==> config.mk <==
export PLATFORM = sky130hd
export DESIGN_NAME = ucb1_child_select_top
export DESIGN_NICKNAME = d
export VERILOG_FILES = /design/src/design/ucb1_pkg.sv /design/src/design/ucb1_ctrl.sv /design/src/design/ucb1_dp.sv /design/src/design/ucb1_child_select_top.sv
export SDC_FILE = /design/constraint.sdc
export NUM_CORES = 2
export LEC_CHECK = 0
export BUFFER_PORTS_ARGS = -buffer_cell sky130_fd_sc_hd__clkbuf_2
export CAP_MARGIN = 20
export CORE_MARGIN = 8
export CORE_UTILIZATION = 65
export CTS_CLUSTER_DIAMETER = 150
export DETAILED_ROUTE_END_ITERATION = 10
export PLACE_DENSITY = 0.85
export SYNTH_ARGS = -nofsm -noshare
export SYNTH_HDL_FRONTEND = slang
export SYNTH_SLANG_ARGS = --single-unit
==> constraint.sdc <==
create_clock -name clk -period 10 [get_ports clk]
set_input_delay 1 -clock clk [delete_from_list [all_inputs] [get_ports clk]]
set_output_delay 1 -clock clk [all_outputs]
set_load 0.02 [all_outputs]
==> src/design/ucb1_pkg.sv <==
// shared types and constants for the ucb1 child selection block
package ucb1_pkg;

	localparam int MAX_CHILDREN = 64;
	localparam int VISIT_BITS   = 32;
	localparam int FRAC_BITS    = 24;
	localparam int WINS_BITS    = VISIT_BITS + 1;
	localparam int SCORE_BITS   = FRAC_BITS + 4;
	localparam int IDX_BITS     = $clog2(MAX_CHILDREN);
	localparam int POS_BITS     = $clog2(MAX_CHILDREN + 1);
	localparam int EXP_BITS     = $clog2(VISIT_BITS);
	localparam int MANT_FRAC    = 30;
	localparam int MANT_BITS    = MANT_FRAC + 1;
	localparam int LOG_BITS     = EXP_BITS + FRAC_BITS;
	localparam int TL_BITS      = 30;
	localparam int RAD_BITS     = TL_BITS + FRAC_BITS;
	localparam int ROOT_BITS    = RAD_BITS / 2;
	localparam int RATE_BITS    = FRAC_BITS + 1;
	localparam int CNT_BITS     = 5;
	localparam logic [31:0] LN2_Q32 = 32'd2977044472;
	localparam logic [SCORE_BITS-1:0] MAX_CODE = {SCORE_BITS{1'b1}};

	typedef enum logic [3:0] {
		ST_IDLE, ST_CHECK, ST_NORM, ST_SQ_MUL, ST_SQ_FIX, ST_LN_MUL, ST_DIVY_LOAD,
		ST_DIV_Y, ST_RATE_LOAD, ST_DIV_R, ST_SQRT_LOAD, ST_SQRT, ST_SCORE, ST_UPDATE
	} state_t;

	typedef enum logic [3:0] {
		OP_NOP, OP_LOAD, OP_NORM, OP_SQ_MUL, OP_SQ_FIX, OP_LN_MUL, OP_DIVY_LOAD,
		OP_DIV_STEP, OP_RATE_LOAD, OP_SQRT_LOAD, OP_SQRT_STEP, OP_SCORE, OP_UPDATE
	} op_t;

	typedef struct packed {
		op_t op;
	} dp_cmd_t;

	typedef struct packed {
		logic v_zero;
		logic n_zero;
		logic norm_top;
		logic w_sat;
		logic last;
	} dp_status_t;

endpackage

==> src/design/ucb1_ctrl.sv <==
// sequencer for the ucb1 scoring steps and the handshakes
module ucb1_ctrl (
	input  logic                 clk,
	input  logic                 arst_n,
	input  logic                 in_valid,
	output logic                 in_stall,
	output logic                 out_valid,
	input  logic                 out_stall,
	input  ucb1_pkg::dp_status_t status,
	output ucb1_pkg::dp_cmd_t    cmd,
	output ucb1_pkg::state_t     state
);

	ucb1_pkg::state_t state_q, state_d;
	logic [ucb1_pkg::CNT_BITS-1:0] cnt_q, cnt_d;
	logic out_valid_q, out_valid_d;

	always_ff @(posedge clk or negedge arst_n) begin
		if (!arst_n) begin
			state_q     <= ucb1_pkg::ST_IDLE;
			cnt_q       <= '0;
			out_valid_q <= 1'b0;
		end else begin
			state_q     <= state_d;
			cnt_q       <= cnt_d;
			out_valid_q <= out_valid_d;
		end
	end

	always_comb begin
		state_d     = state_q;
		cnt_d       = cnt_q;
		cmd.op      = ucb1_pkg::OP_NOP;
		in_stall    = 1'b1;
		out_valid_d = out_valid_q && out_stall;
		unique case (state_q)
			ucb1_pkg::ST_IDLE: begin
				in_stall = 1'b0;
				if (in_valid) begin
					cmd.op  = ucb1_pkg::OP_LOAD;
					state_d = ucb1_pkg::ST_CHECK;
				end
			end
			ucb1_pkg::ST_CHECK: begin
				cnt_d = '0;
				if (status.v_zero)
					state_d = ucb1_pkg::ST_UPDATE;
				else if (status.n_zero)
					state_d = ucb1_pkg::ST_LN_MUL;
				else
					state_d = ucb1_pkg::ST_NORM;
			end
			ucb1_pkg::ST_NORM: begin
				cmd.op = ucb1_pkg::OP_NORM;
				if (status.norm_top)
					state_d = ucb1_pkg::ST_SQ_MUL;
			end
			ucb1_pkg::ST_SQ_MUL: begin
				cmd.op  = ucb1_pkg::OP_SQ_MUL;
				state_d = ucb1_pkg::ST_SQ_FIX;
			end
			ucb1_pkg::ST_SQ_FIX: begin
				cmd.op = ucb1_pkg::OP_SQ_FIX;
				if (cnt_q == ucb1_pkg::CNT_BITS'(ucb1_pkg::FRAC_BITS - 1)) begin
					cnt_d   = '0;
					state_d = ucb1_pkg::ST_LN_MUL;
				end else begin
					cnt_d   = cnt_q + 1'b1;
					state_d = ucb1_pkg::ST_SQ_MUL;
				end
			end
			ucb1_pkg::ST_LN_MUL: begin
				cmd.op  = ucb1_pkg::OP_LN_MUL;
				state_d = ucb1_pkg::ST_DIVY_LOAD;
			end
			ucb1_pkg::ST_DIVY_LOAD: begin
				cmd.op  = ucb1_pkg::OP_DIVY_LOAD;
				cnt_d   = '0;
				state_d = ucb1_pkg::ST_DIV_Y;
			end
			ucb1_pkg::ST_DIV_Y: begin
				cmd.op = ucb1_pkg::OP_DIV_STEP;
				if (cnt_q == ucb1_pkg::CNT_BITS'(ucb1_pkg::TL_BITS - 1)) begin
					cnt_d   = '0;
					state_d = ucb1_pkg::ST_RATE_LOAD;
				end else begin
					cnt_d = cnt_q + 1'b1;
				end
			end
			ucb1_pkg::ST_RATE_LOAD: begin
				cmd.op  = ucb1_pkg::OP_RATE_LOAD;
				cnt_d   = '0;
				state_d = status.w_sat ? ucb1_pkg::ST_SQRT_LOAD : ucb1_pkg::ST_DIV_R;
			end
			ucb1_pkg::ST_DIV_R: begin
				cmd.op = ucb1_pkg::OP_DIV_STEP;
				if (cnt_q == ucb1_pkg::CNT_BITS'(ucb1_pkg::FRAC_BITS - 1)) begin
					cnt_d   = '0;
					state_d = ucb1_pkg::ST_SQRT_LOAD;
				end else begin
					cnt_d = cnt_q + 1'b1;
				end
			end
			ucb1_pkg::ST_SQRT_LOAD: begin
				cmd.op  = ucb1_pkg::OP_SQRT_LOAD;
				cnt_d   = '0;
				state_d = ucb1_pkg::ST_SQRT;
			end
			ucb1_pkg::ST_SQRT: begin
				cmd.op = ucb1_pkg::OP_SQRT_STEP;
				if (cnt_q == ucb1_pkg::CNT_BITS'(ucb1_pkg::ROOT_BITS - 1)) begin
					cnt_d   = '0;
					state_d = ucb1_pkg::ST_SCORE;
				end else begin
					cnt_d = cnt_q + 1'b1;
				end
			end
			ucb1_pkg::ST_SCORE: begin
				cmd.op  = ucb1_pkg::OP_SCORE;
				state_d = ucb1_pkg::ST_UPDATE;
			end
			ucb1_pkg::ST_UPDATE: begin
				// a closing child holds while the previous result beat is still stalled
				if (!(status.last && out_valid_q && out_stall)) begin
					cmd.op  = ucb1_pkg::OP_UPDATE;
					state_d = ucb1_pkg::ST_IDLE;
					if (status.last)
						out_valid_d = 1'b1;
				end
			end
			default: state_d = ucb1_pkg::ST_IDLE;
		endcase
	end

	assign out_valid = out_valid_q;
	assign state     = state_q;

endmodule

==> src/design/ucb1_dp.sv <==
// datapath: log2, shared multiplier, shared divider, square root, best tracking
module ucb1_dp (
	input  logic                                    clk,
	input  logic                                    arst_n,
	input  ucb1_pkg::dp_cmd_t                       cmd,
	output ucb1_pkg::dp_status_t                    status,
	input  logic [ucb1_pkg::VISIT_BITS-1:0]         parent_visits,
	input  logic [ucb1_pkg::VISIT_BITS-1:0]         child_visits,
	input  logic [ucb1_pkg::WINS_BITS-1:0]          child_wins_half,
	input  logic                                    same_side,
	input  logic                                    last_child,
	output logic [ucb1_pkg::IDX_BITS-1:0]           selected_index,
	output logic [ucb1_pkg::SCORE_BITS-1:0]         best_score
);

	localparam int PROD_BITS = 64;
	localparam int DEN_BITS  = ucb1_pkg::WINS_BITS;

	logic [ucb1_pkg::VISIT_BITS-1:0] x_q, v_q;
	logic [ucb1_pkg::WINS_BITS-1:0]  w_q;
	logic                            same_q, last_q, n_zero_q;
	logic [ucb1_pkg::EXP_BITS-1:0]   e_q;
	logic [ucb1_pkg::MANT_BITS-1:0]  m_q;
	logic [ucb1_pkg::FRAC_BITS-1:0]  frac_q;
	logic [PROD_BITS-1:0]            prod_q;
	logic [DEN_BITS-1:0]             r_q, d_q;
	logic [ucb1_pkg::TL_BITS-1:0]    dd_q, q_q, y_q;
	logic [ucb1_pkg::RATE_BITS-1:0]  rate_q;
	logic [ucb1_pkg::RAD_BITS-1:0]   rad_q;
	logic [ucb1_pkg::ROOT_BITS-1:0]  root_q;
	logic [ucb1_pkg::ROOT_BITS+1:0]  rem_q;
	logic [ucb1_pkg::SCORE_BITS-1:0] score_q, best_q, out_score_q;
	logic [ucb1_pkg::IDX_BITS-1:0]   best_pos_q, out_idx_q;
	logic [ucb1_pkg::POS_BITS-1:0]   pos_q;
	logic                            have_q;

	logic [31:0]                     mul_a, mul_b;
	logic [DEN_BITS-1:0]             den;
	logic                            w_sat;
	logic [31:0]                     sq;
	logic [DEN_BITS:0]               rr;
	logic [ucb1_pkg::ROOT_BITS+3:0]  remsh;
	logic [ucb1_pkg::ROOT_BITS+1:0]  trial;
	logic [ucb1_pkg::SCORE_BITS:0]   sum;
	logic                            take;

	assign den   = {v_q, 1'b0};
	assign w_sat = (w_q >= den);
	assign sq    = prod_q[ucb1_pkg::MANT_FRAC +: 32];
	assign rr    = {r_q, dd_q[ucb1_pkg::TL_BITS-1]};
	assign remsh = {rem_q, rad_q[ucb1_pkg::RAD_BITS-1 -: 2]};
	assign trial = {root_q, 2'b01};
	assign sum   = (ucb1_pkg::SCORE_BITS+1)'(rate_q) + (ucb1_pkg::SCORE_BITS+1)'(root_q);
	assign take  = (pos_q < ucb1_pkg::POS_BITS'(ucb1_pkg::MAX_CHILDREN))
	               && (!have_q || (score_q > best_q));

	// one shared multiplier: mantissa squaring or log scaling
	always_comb begin
		if (cmd.op == ucb1_pkg::OP_LN_MUL) begin
			mul_a = 32'({e_q, frac_q});
			mul_b = ucb1_pkg::LN2_Q32;
		end else begin
			mul_a = 32'(m_q);
			mul_b = 32'(m_q);
		end
	end

	always_ff @(posedge clk) begin
		unique case (cmd.op)
			ucb1_pkg::OP_LOAD: begin
				x_q      <= parent_visits;
				v_q      <= child_visits;
				w_q      <= child_wins_half;
				same_q   <= same_side;
				last_q   <= last_child;
				n_zero_q <= (parent_visits == '0);
				e_q      <= (parent_visits == '0) ? '0 : {ucb1_pkg::EXP_BITS{1'b1}};
				frac_q   <= '0;
				score_q  <= ucb1_pkg::MAX_CODE;
			end
			ucb1_pkg::OP_NORM: begin
				if (x_q[ucb1_pkg::VISIT_BITS-1]) begin
					m_q <= x_q[ucb1_pkg::VISIT_BITS-1:1];
				end else begin
					x_q <= {x_q[ucb1_pkg::VISIT_BITS-2:0], 1'b0};
					e_q <= e_q - 1'b1;
				end
			end
			ucb1_pkg::OP_SQ_MUL, ucb1_pkg::OP_LN_MUL: begin
				prod_q <= PROD_BITS'(mul_a) * PROD_BITS'(mul_b);
			end
			ucb1_pkg::OP_SQ_FIX: begin
				frac_q <= {frac_q[ucb1_pkg::FRAC_BITS-2:0], sq[31]};
				m_q    <= sq[31] ? sq[31:1] : sq[30:0];
			end
			ucb1_pkg::OP_DIVY_LOAD: begin
				r_q  <= '0;
				d_q  <= DEN_BITS'(v_q);
				dd_q <= prod_q[31 +: ucb1_pkg::TL_BITS];
				q_q  <= '0;
			end
			ucb1_pkg::OP_DIV_STEP: begin
				if (rr >= (DEN_BITS+1)'(d_q)) begin
					r_q <= DEN_BITS'(rr - (DEN_BITS+1)'(d_q));
					q_q <= {q_q[ucb1_pkg::TL_BITS-2:0], 1'b1};
				end else begin
					r_q <= rr[DEN_BITS-1:0];
					q_q <= {q_q[ucb1_pkg::TL_BITS-2:0], 1'b0};
				end
				dd_q <= {dd_q[ucb1_pkg::TL_BITS-2:0], 1'b0};
			end
			ucb1_pkg::OP_RATE_LOAD: begin
				y_q  <= q_q;
				r_q  <= same_q ? w_q : den - w_q;
				d_q  <= den;
				dd_q <= '0;
				q_q  <= '0;
				if (w_sat)
					rate_q <= same_q ? {1'b1, {ucb1_pkg::FRAC_BITS{1'b0}}} : '0;
			end
			ucb1_pkg::OP_SQRT_LOAD: begin
				if (!w_sat)
					rate_q <= ucb1_pkg::RATE_BITS'(q_q[ucb1_pkg::FRAC_BITS-1:0]);
				rad_q  <= {y_q, {ucb1_pkg::FRAC_BITS{1'b0}}};
				root_q <= '0;
				rem_q  <= '0;
			end
			ucb1_pkg::OP_SQRT_STEP: begin
				if (remsh >= (ucb1_pkg::ROOT_BITS+4)'(trial)) begin
					rem_q  <= (ucb1_pkg::ROOT_BITS+2)'(remsh - (ucb1_pkg::ROOT_BITS+4)'(trial));
					root_q <= {root_q[ucb1_pkg::ROOT_BITS-2:0], 1'b1};
				end else begin
					rem_q  <= remsh[ucb1_pkg::ROOT_BITS+1:0];
					root_q <= {root_q[ucb1_pkg::ROOT_BITS-2:0], 1'b0};
				end
				rad_q <= {rad_q[ucb1_pkg::RAD_BITS-3:0], 2'b00};
			end
			ucb1_pkg::OP_SCORE: begin
				if (sum >= (ucb1_pkg::SCORE_BITS+1)'(ucb1_pkg::MAX_CODE))
					score_q <= ucb1_pkg::MAX_CODE - 1'b1;
				else
					score_q <= sum[ucb1_pkg::SCORE_BITS-1:0];
			end
			ucb1_pkg::OP_UPDATE: begin
				if (last_q) begin
					out_idx_q   <= take ? pos_q[ucb1_pkg::IDX_BITS-1:0] : best_pos_q;
					out_score_q <= take ? score_q : best_q;
				end
			end
			default: begin
			end
		endcase
	end

	// running best and position, cleared at the close of a selection
	always_ff @(posedge clk or negedge arst_n) begin
		if (!arst_n) begin
			best_q     <= '0;
			best_pos_q <= '0;
			pos_q      <= '0;
			have_q     <= 1'b0;
		end else if (cmd.op == ucb1_pkg::OP_UPDATE) begin
			if (last_q) begin
				best_q     <= '0;
				best_pos_q <= '0;
				pos_q      <= '0;
				have_q     <= 1'b0;
			end else if (pos_q < ucb1_pkg::POS_BITS'(ucb1_pkg::MAX_CHILDREN)) begin
				if (take) begin
					best_q     <= score_q;
					best_pos_q <= pos_q[ucb1_pkg::IDX_BITS-1:0];
					have_q     <= 1'b1;
				end
				pos_q <= pos_q + 1'b1;
			end
		end
	end

	assign status.v_zero   = (v_q == '0);
	assign status.n_zero   = n_zero_q;
	assign status.norm_top = x_q[ucb1_pkg::VISIT_BITS-1];
	assign status.w_sat    = w_sat;
	assign status.last     = last_q;

	assign selected_index = out_idx_q;
	assign best_score     = out_score_q;

endmodule

==> src/design/ucb1_child_select_top.sv <==
// top level of the ucb1 child selection block
//
//  channel | dir | handshake           | payload
//  in      | in  | in_valid/in_stall   | parent_visits, child_visits, child_wins_half, same_side, last_child
//  out     | out | out_valid/out_stall | selected_index, best_score
//
// one child beat at a time; a new beat is taken only when the last one is done
// unvisited child: check, update, idle
// visited child: a leading-one search, 24 square-and-fix pairs, 30 + 24 divider
// steps and 27 square root steps; the rate division is skipped when wins reach
// twice the visits, the search and squaring when the parent count is zero
// arst_n clears the sequencer, the running best and the result valid; a stalled
// result beat holds and only the update of the next closing child waits on it
module ucb1_child_select_top (
	input  logic                                clk,
	input  logic                                arst_n,
	input  logic                                in_valid,
	output logic                                in_stall,
	input  logic [ucb1_pkg::VISIT_BITS-1:0]     parent_visits,
	input  logic [ucb1_pkg::VISIT_BITS-1:0]     child_visits,
	input  logic [ucb1_pkg::WINS_BITS-1:0]      child_wins_half,
	input  logic                                same_side,
	input  logic                                last_child,
	output logic                                out_valid,
	input  logic                                out_stall,
	output logic [ucb1_pkg::IDX_BITS-1:0]       selected_index,
	output logic [ucb1_pkg::SCORE_BITS-1:0]     best_score
);

	// command and status between sequencer and datapath
	ucb1_pkg::dp_cmd_t    cmd;
	ucb1_pkg::dp_status_t status;
	ucb1_pkg::state_t     state;

	ucb1_ctrl u_ctrl (
		.clk       (clk),
		.arst_n    (arst_n),
		.in_valid  (in_valid),
		.in_stall  (in_stall),
		.out_valid (out_valid),
		.out_stall (out_stall),
		.status    (status),
		.cmd       (cmd),
		.state     (state)
	);

	ucb1_dp u_dp (
		.clk             (clk),
		.arst_n          (arst_n),
		.cmd             (cmd),
		.status          (status),
		.parent_visits   (parent_visits),
		.child_visits    (child_visits),
		.child_wins_half (child_wins_half),
		.same_side       (same_side),
		.last_child      (last_child),
		.selected_index  (selected_index),
		.best_score      (best_score)
	);

`ifndef SYNTHESIS
	// an accepted beat makes the block busy in the next cycle
	a_busy_after_accept: assert property (@(posedge clk) disable iff (!arst_n)
		(in_valid && !in_stall) |=> in_stall)
		else $error("input taken while scoring");

	// a new result beat only follows the update of a closing child
	a_result_from_last: assert property (@(posedge clk) disable iff (!arst_n)
		$rose(out_valid) |-> ($past(state) == ucb1_pkg::ST_UPDATE && $past(status.last)))
		else $error("result without a closing child");

	// the update never overwrites a result beat that is still stalled
	a_no_overwrite: assert property (@(posedge clk) disable iff (!arst_n)
		(cmd.op == ucb1_pkg::OP_UPDATE && status.last) |-> !(out_valid && out_stall))
		else $error("pending result overwritten");
`endif

endmodule
==> impl_metrics.env <==
export IMPL_status="complete, no violations"
export IMPL_grt_max_degree=87
export IMPL_maxSlewHeadroom=0.249
export IMPL_ys_seq_area_frac=0.279
export IMPL_multiInputGateArea_sq_um=38600
export IMPL_initial_core_util=0.653
export IMPL_synth_top_area_cell="fa_1"
export IMPL_synth_top_cell_area_share=0.286
export IMPL_fp_coreArea_sq_um=92900
export IMPL_antenna_found_initial=11
export IMPL_drv_cap=0
export IMPL_cts_root_buf="clkbuf_16"
export IMPL_dp_hpwl_microns=140000
export IMPL_fin_crit_ns=9.90
export IMPL_clk_latency_ns=0.68
export IMPL_required_ns=10.40
export IMPL_async_flop_share=0.0908
export IMPL_critPathKind="register to register"
export IMPL_via_count=47400
export IMPL_gp_congestion=1.13
export IMPL_vias_per_cell=6.23
export IMPL_syn_inst=6186
export IMPL_setup_tns_ns=0
export IMPL_synth_edf_count=521
export IMPL_end_kind="register"
export IMPL_n_fill_cell=6645
export IMPL_worst_pin_slew_ns=1.13
export IMPL_synthDistinctLibCells=83
export IMPL_fin_util=0.707
export IMPL_final_setup_worst_slack_ns=0.101
export IMPL_numPortBuffers=138
export IMPL_layout_cells_most_common_list="1085 x inv_1, 867 x fa_1, 824 x nand2_1, 521 x edfxtp_1, 447 x nor2_1"
export IMPL_syn2layout_area_growth_pct=8.38
export IMPL_grt_pass1_vias=49800
export IMPL_drc=0
export IMPL_die_y_microns=321
export IMPL_netlist_area_sq_um=60600
export IMPL_hold_violations=0
export IMPL_critPathLaunchType="register"
export IMPL_grt_usage=0.356
export IMPL_setup_viol=0
export IMPL_firstDrtPassIters=8
export IMPL_slowest_stage="a21oi_1"
export IMPL_cts_hold_fix_buffers=0
export IMPL_crit_top_cell="fa_1"
export IMPL_drtAntennaViolNets=0
export IMPL_hold_path_class="register to register"
export IMPL_critPathBufInv=5
export IMPL_synth_area_per_cell_sq_um=9.80
export IMPL_clockBufferDepth=3
export IMPL_cts_max_level=2
export IMPL_finalCritPeriodShare=0.990
export IMPL_timing_fmax_ghz=0.101
export IMPL_wl_per_cell_microns=24.1
export IMPL_cts_tree="done"
export IMPL_arrival_ns=10.29
export IMPL_cts_sinks=573
export IMPL_path_delay_family="adder cells"
export IMPL_die_area_sq_um=103000
export IMPL_drv_slew=0
export IMPL_critical_path_max_stage_delay_ns=0.56
export IMPL_syn_nets=7555
export IMPL_drive_above_1_share=0.0875
export IMPL_place_ws_ns=0.0196
export IMPL_grt_pass1_wl_microns=283000
export IMPL_rsz0062_at_grt="no"
export IMPL_ys_ff_latch=573
export IMPL_pin_count=139
export IMPL_synthFlopType="edfxtp_1"
export IMPL_cts_buffers=59
export IMPL_worst_clock_skew_ns=0.0909
export IMPL_clk_pin_slew_ns=0.06
export IMPL_cp_max_fo=9
export IMPL_drt_iter0_markers=5725
export IMPL_ys_warn_count=0
export IMPL_fin_nets=7666
export IMPL_rows=112
export IMPL_final_common_cell="inv_1"
export IMPL_wl_microns=183000
export IMPL_die_w_microns=321
export IMPL_regArea_sq_um=16900
export IMPL_overflow=0
export IMPL_synth_area_top_cells="fa_1 29%, edfxtp_1 26%, ha_1 8.2%"
[area by class of cell]
cell class,instances,share of cell area
antenna,6,0.000228
clock inverter,40,0.00760
sequential,573,0.258
timing repair buffer,352,0.0368
tap,1254,0.0239
clock buffer,70,0.0236
multi-input combinational,4223,0.588
inverter,1088,0.0622
[synthesized netlist by cell type (26+ instances only)]
library cell and instances:
and2_1 35, inv_1 1087, a21o_1 98, ha_1 399, a22o_1 35, mux2_2 33
a21oi_1 251, fa_1 867, mux2i_1 60, nand4_1 39, nor3_1 39, nand2b_1 52
dfrtp_1 52, clkbuf_1 284, edfxtp_1 521, xnor2_1 85, o22ai_1 26, o21a_1 31
nand3_1 69, nor2b_1 59, xor2_1 55, nor2_1 455, nand3b_1 32, nand2_1 829
o21ai_0 111, and3_1 316
[stage by stage]
| step | std cells | hold WS, ns | cell area [sq um] |
|---|---|---|---|
| global placement | 7483 | 0.403 | 63500 |
| finish | 7606 | 0.392 | 65700 |
| floorplan | 6186 | 0.400 | 60600 |
| CTS | 7595 | 0.376 | 65600 |
| detailed placement | 7485 | 0.418 | 63500 |
| global route | 7601 | 0.412 | 65700 |
[cell families after synthesis]
kind of cell             Yosys count  synth area share
adder cells (fa/ha/maj)         1266             0.369
AO/OA/AOI/OAI                    716            0.0758
multiplexers                      93            0.0160
AND/OR/NAND/NOR                 2008             0.153
flip-flops                       573             0.279
buffers and inverters           1390            0.0864
XOR/XNOR                         140            0.0202
[sequential cells by signal, indices dropped and copies added, names as in the netlist, 24 cells and up]
| signal | count |
|---|---|
| u_dp.x_q | 32 |
| u_dp.dd_q | 30 |
| u_dp.score_q | 28 |
| u_dp.y_q | 30 |
| u_dp.w_q | 33 |
| u_dp.frac_q | 24 |
| u_dp.d_q | 33 |
| u_dp.best_score | 28 |
| u_dp.rad_q | 30 |
| u_dp.best_q | 28 |
| u_dp.rem_q | 29 |
| u_dp.rate_q | 25 |
| u_dp.prod_q | 32 |
| u_dp.v_q | 32 |
| u_dp.q_q | 30 |
| u_dp.m_q | 31 |
| u_dp.root_q | 27 |
| u_dp.r_q | 33 |
[worst paths after layout]
kind                                             start                           to  slack [ns]  cells after the start
max                        u_ctrl.state[3]$_DFFE_PN0P_    u_dp.prod_q[58]$_DFFE_PP_        0.10                     29
min                         u_dp.q_q[22]$_SDFFCE_PP0P_       u_dp.y_q[22]$_DFFE_PN_        0.39                      0
max reg2reg                u_ctrl.state[3]$_DFFE_PN0P_    u_dp.prod_q[58]$_DFFE_PP_        0.10                     29
min reg2reg                 u_dp.q_q[22]$_SDFFCE_PP0P_       u_dp.y_q[22]$_DFFE_PN_        0.39                      0
max in group asynchronous                       arst_n  u_ctrl.state[1]$_DFFE_PN0P_        8.83                      2
min in group asynchronous                       arst_n   u_dp.best_q[6]$_DFFE_PN0P_        0.48                      2
[per-layer routing]
| metal | GRT usage | routed length [microns] | up-vias |
|---|---|---|---|
| met2 | 0.537 | 79900 | 3225 |
| met3 | 0.129 | 25200 | 943 |
| li1 | - | - | 20200 |
| met1 | 0.444 | 64900 | 23100 |
| met4 | 0.202 | 13300 | 4 |
| met5 | 0.00803 | 31 | - |
[worst register-to-register path: cells and delay by family (launching register included)]
kind	cells	cell delay, ns
and+or+nand+nor	6	1.62
xor gates and xnor gates	1	0.16
AOI/OAI and AO/OA	8	2.68
adders and majority gates	9	4.29
buffers and inverters	5	0.47
DFF	1	0.46
[timing repair]
item / in CTS / in global routing
setup endpoints to repair: 0 / 10
setup buffers: 0 / 2
gates resized for setup: 0 / 18
Power is left out: the tool's default activity adds up to more than one toggle a clock period on the data nets, which glitch-free logic cannot reach.
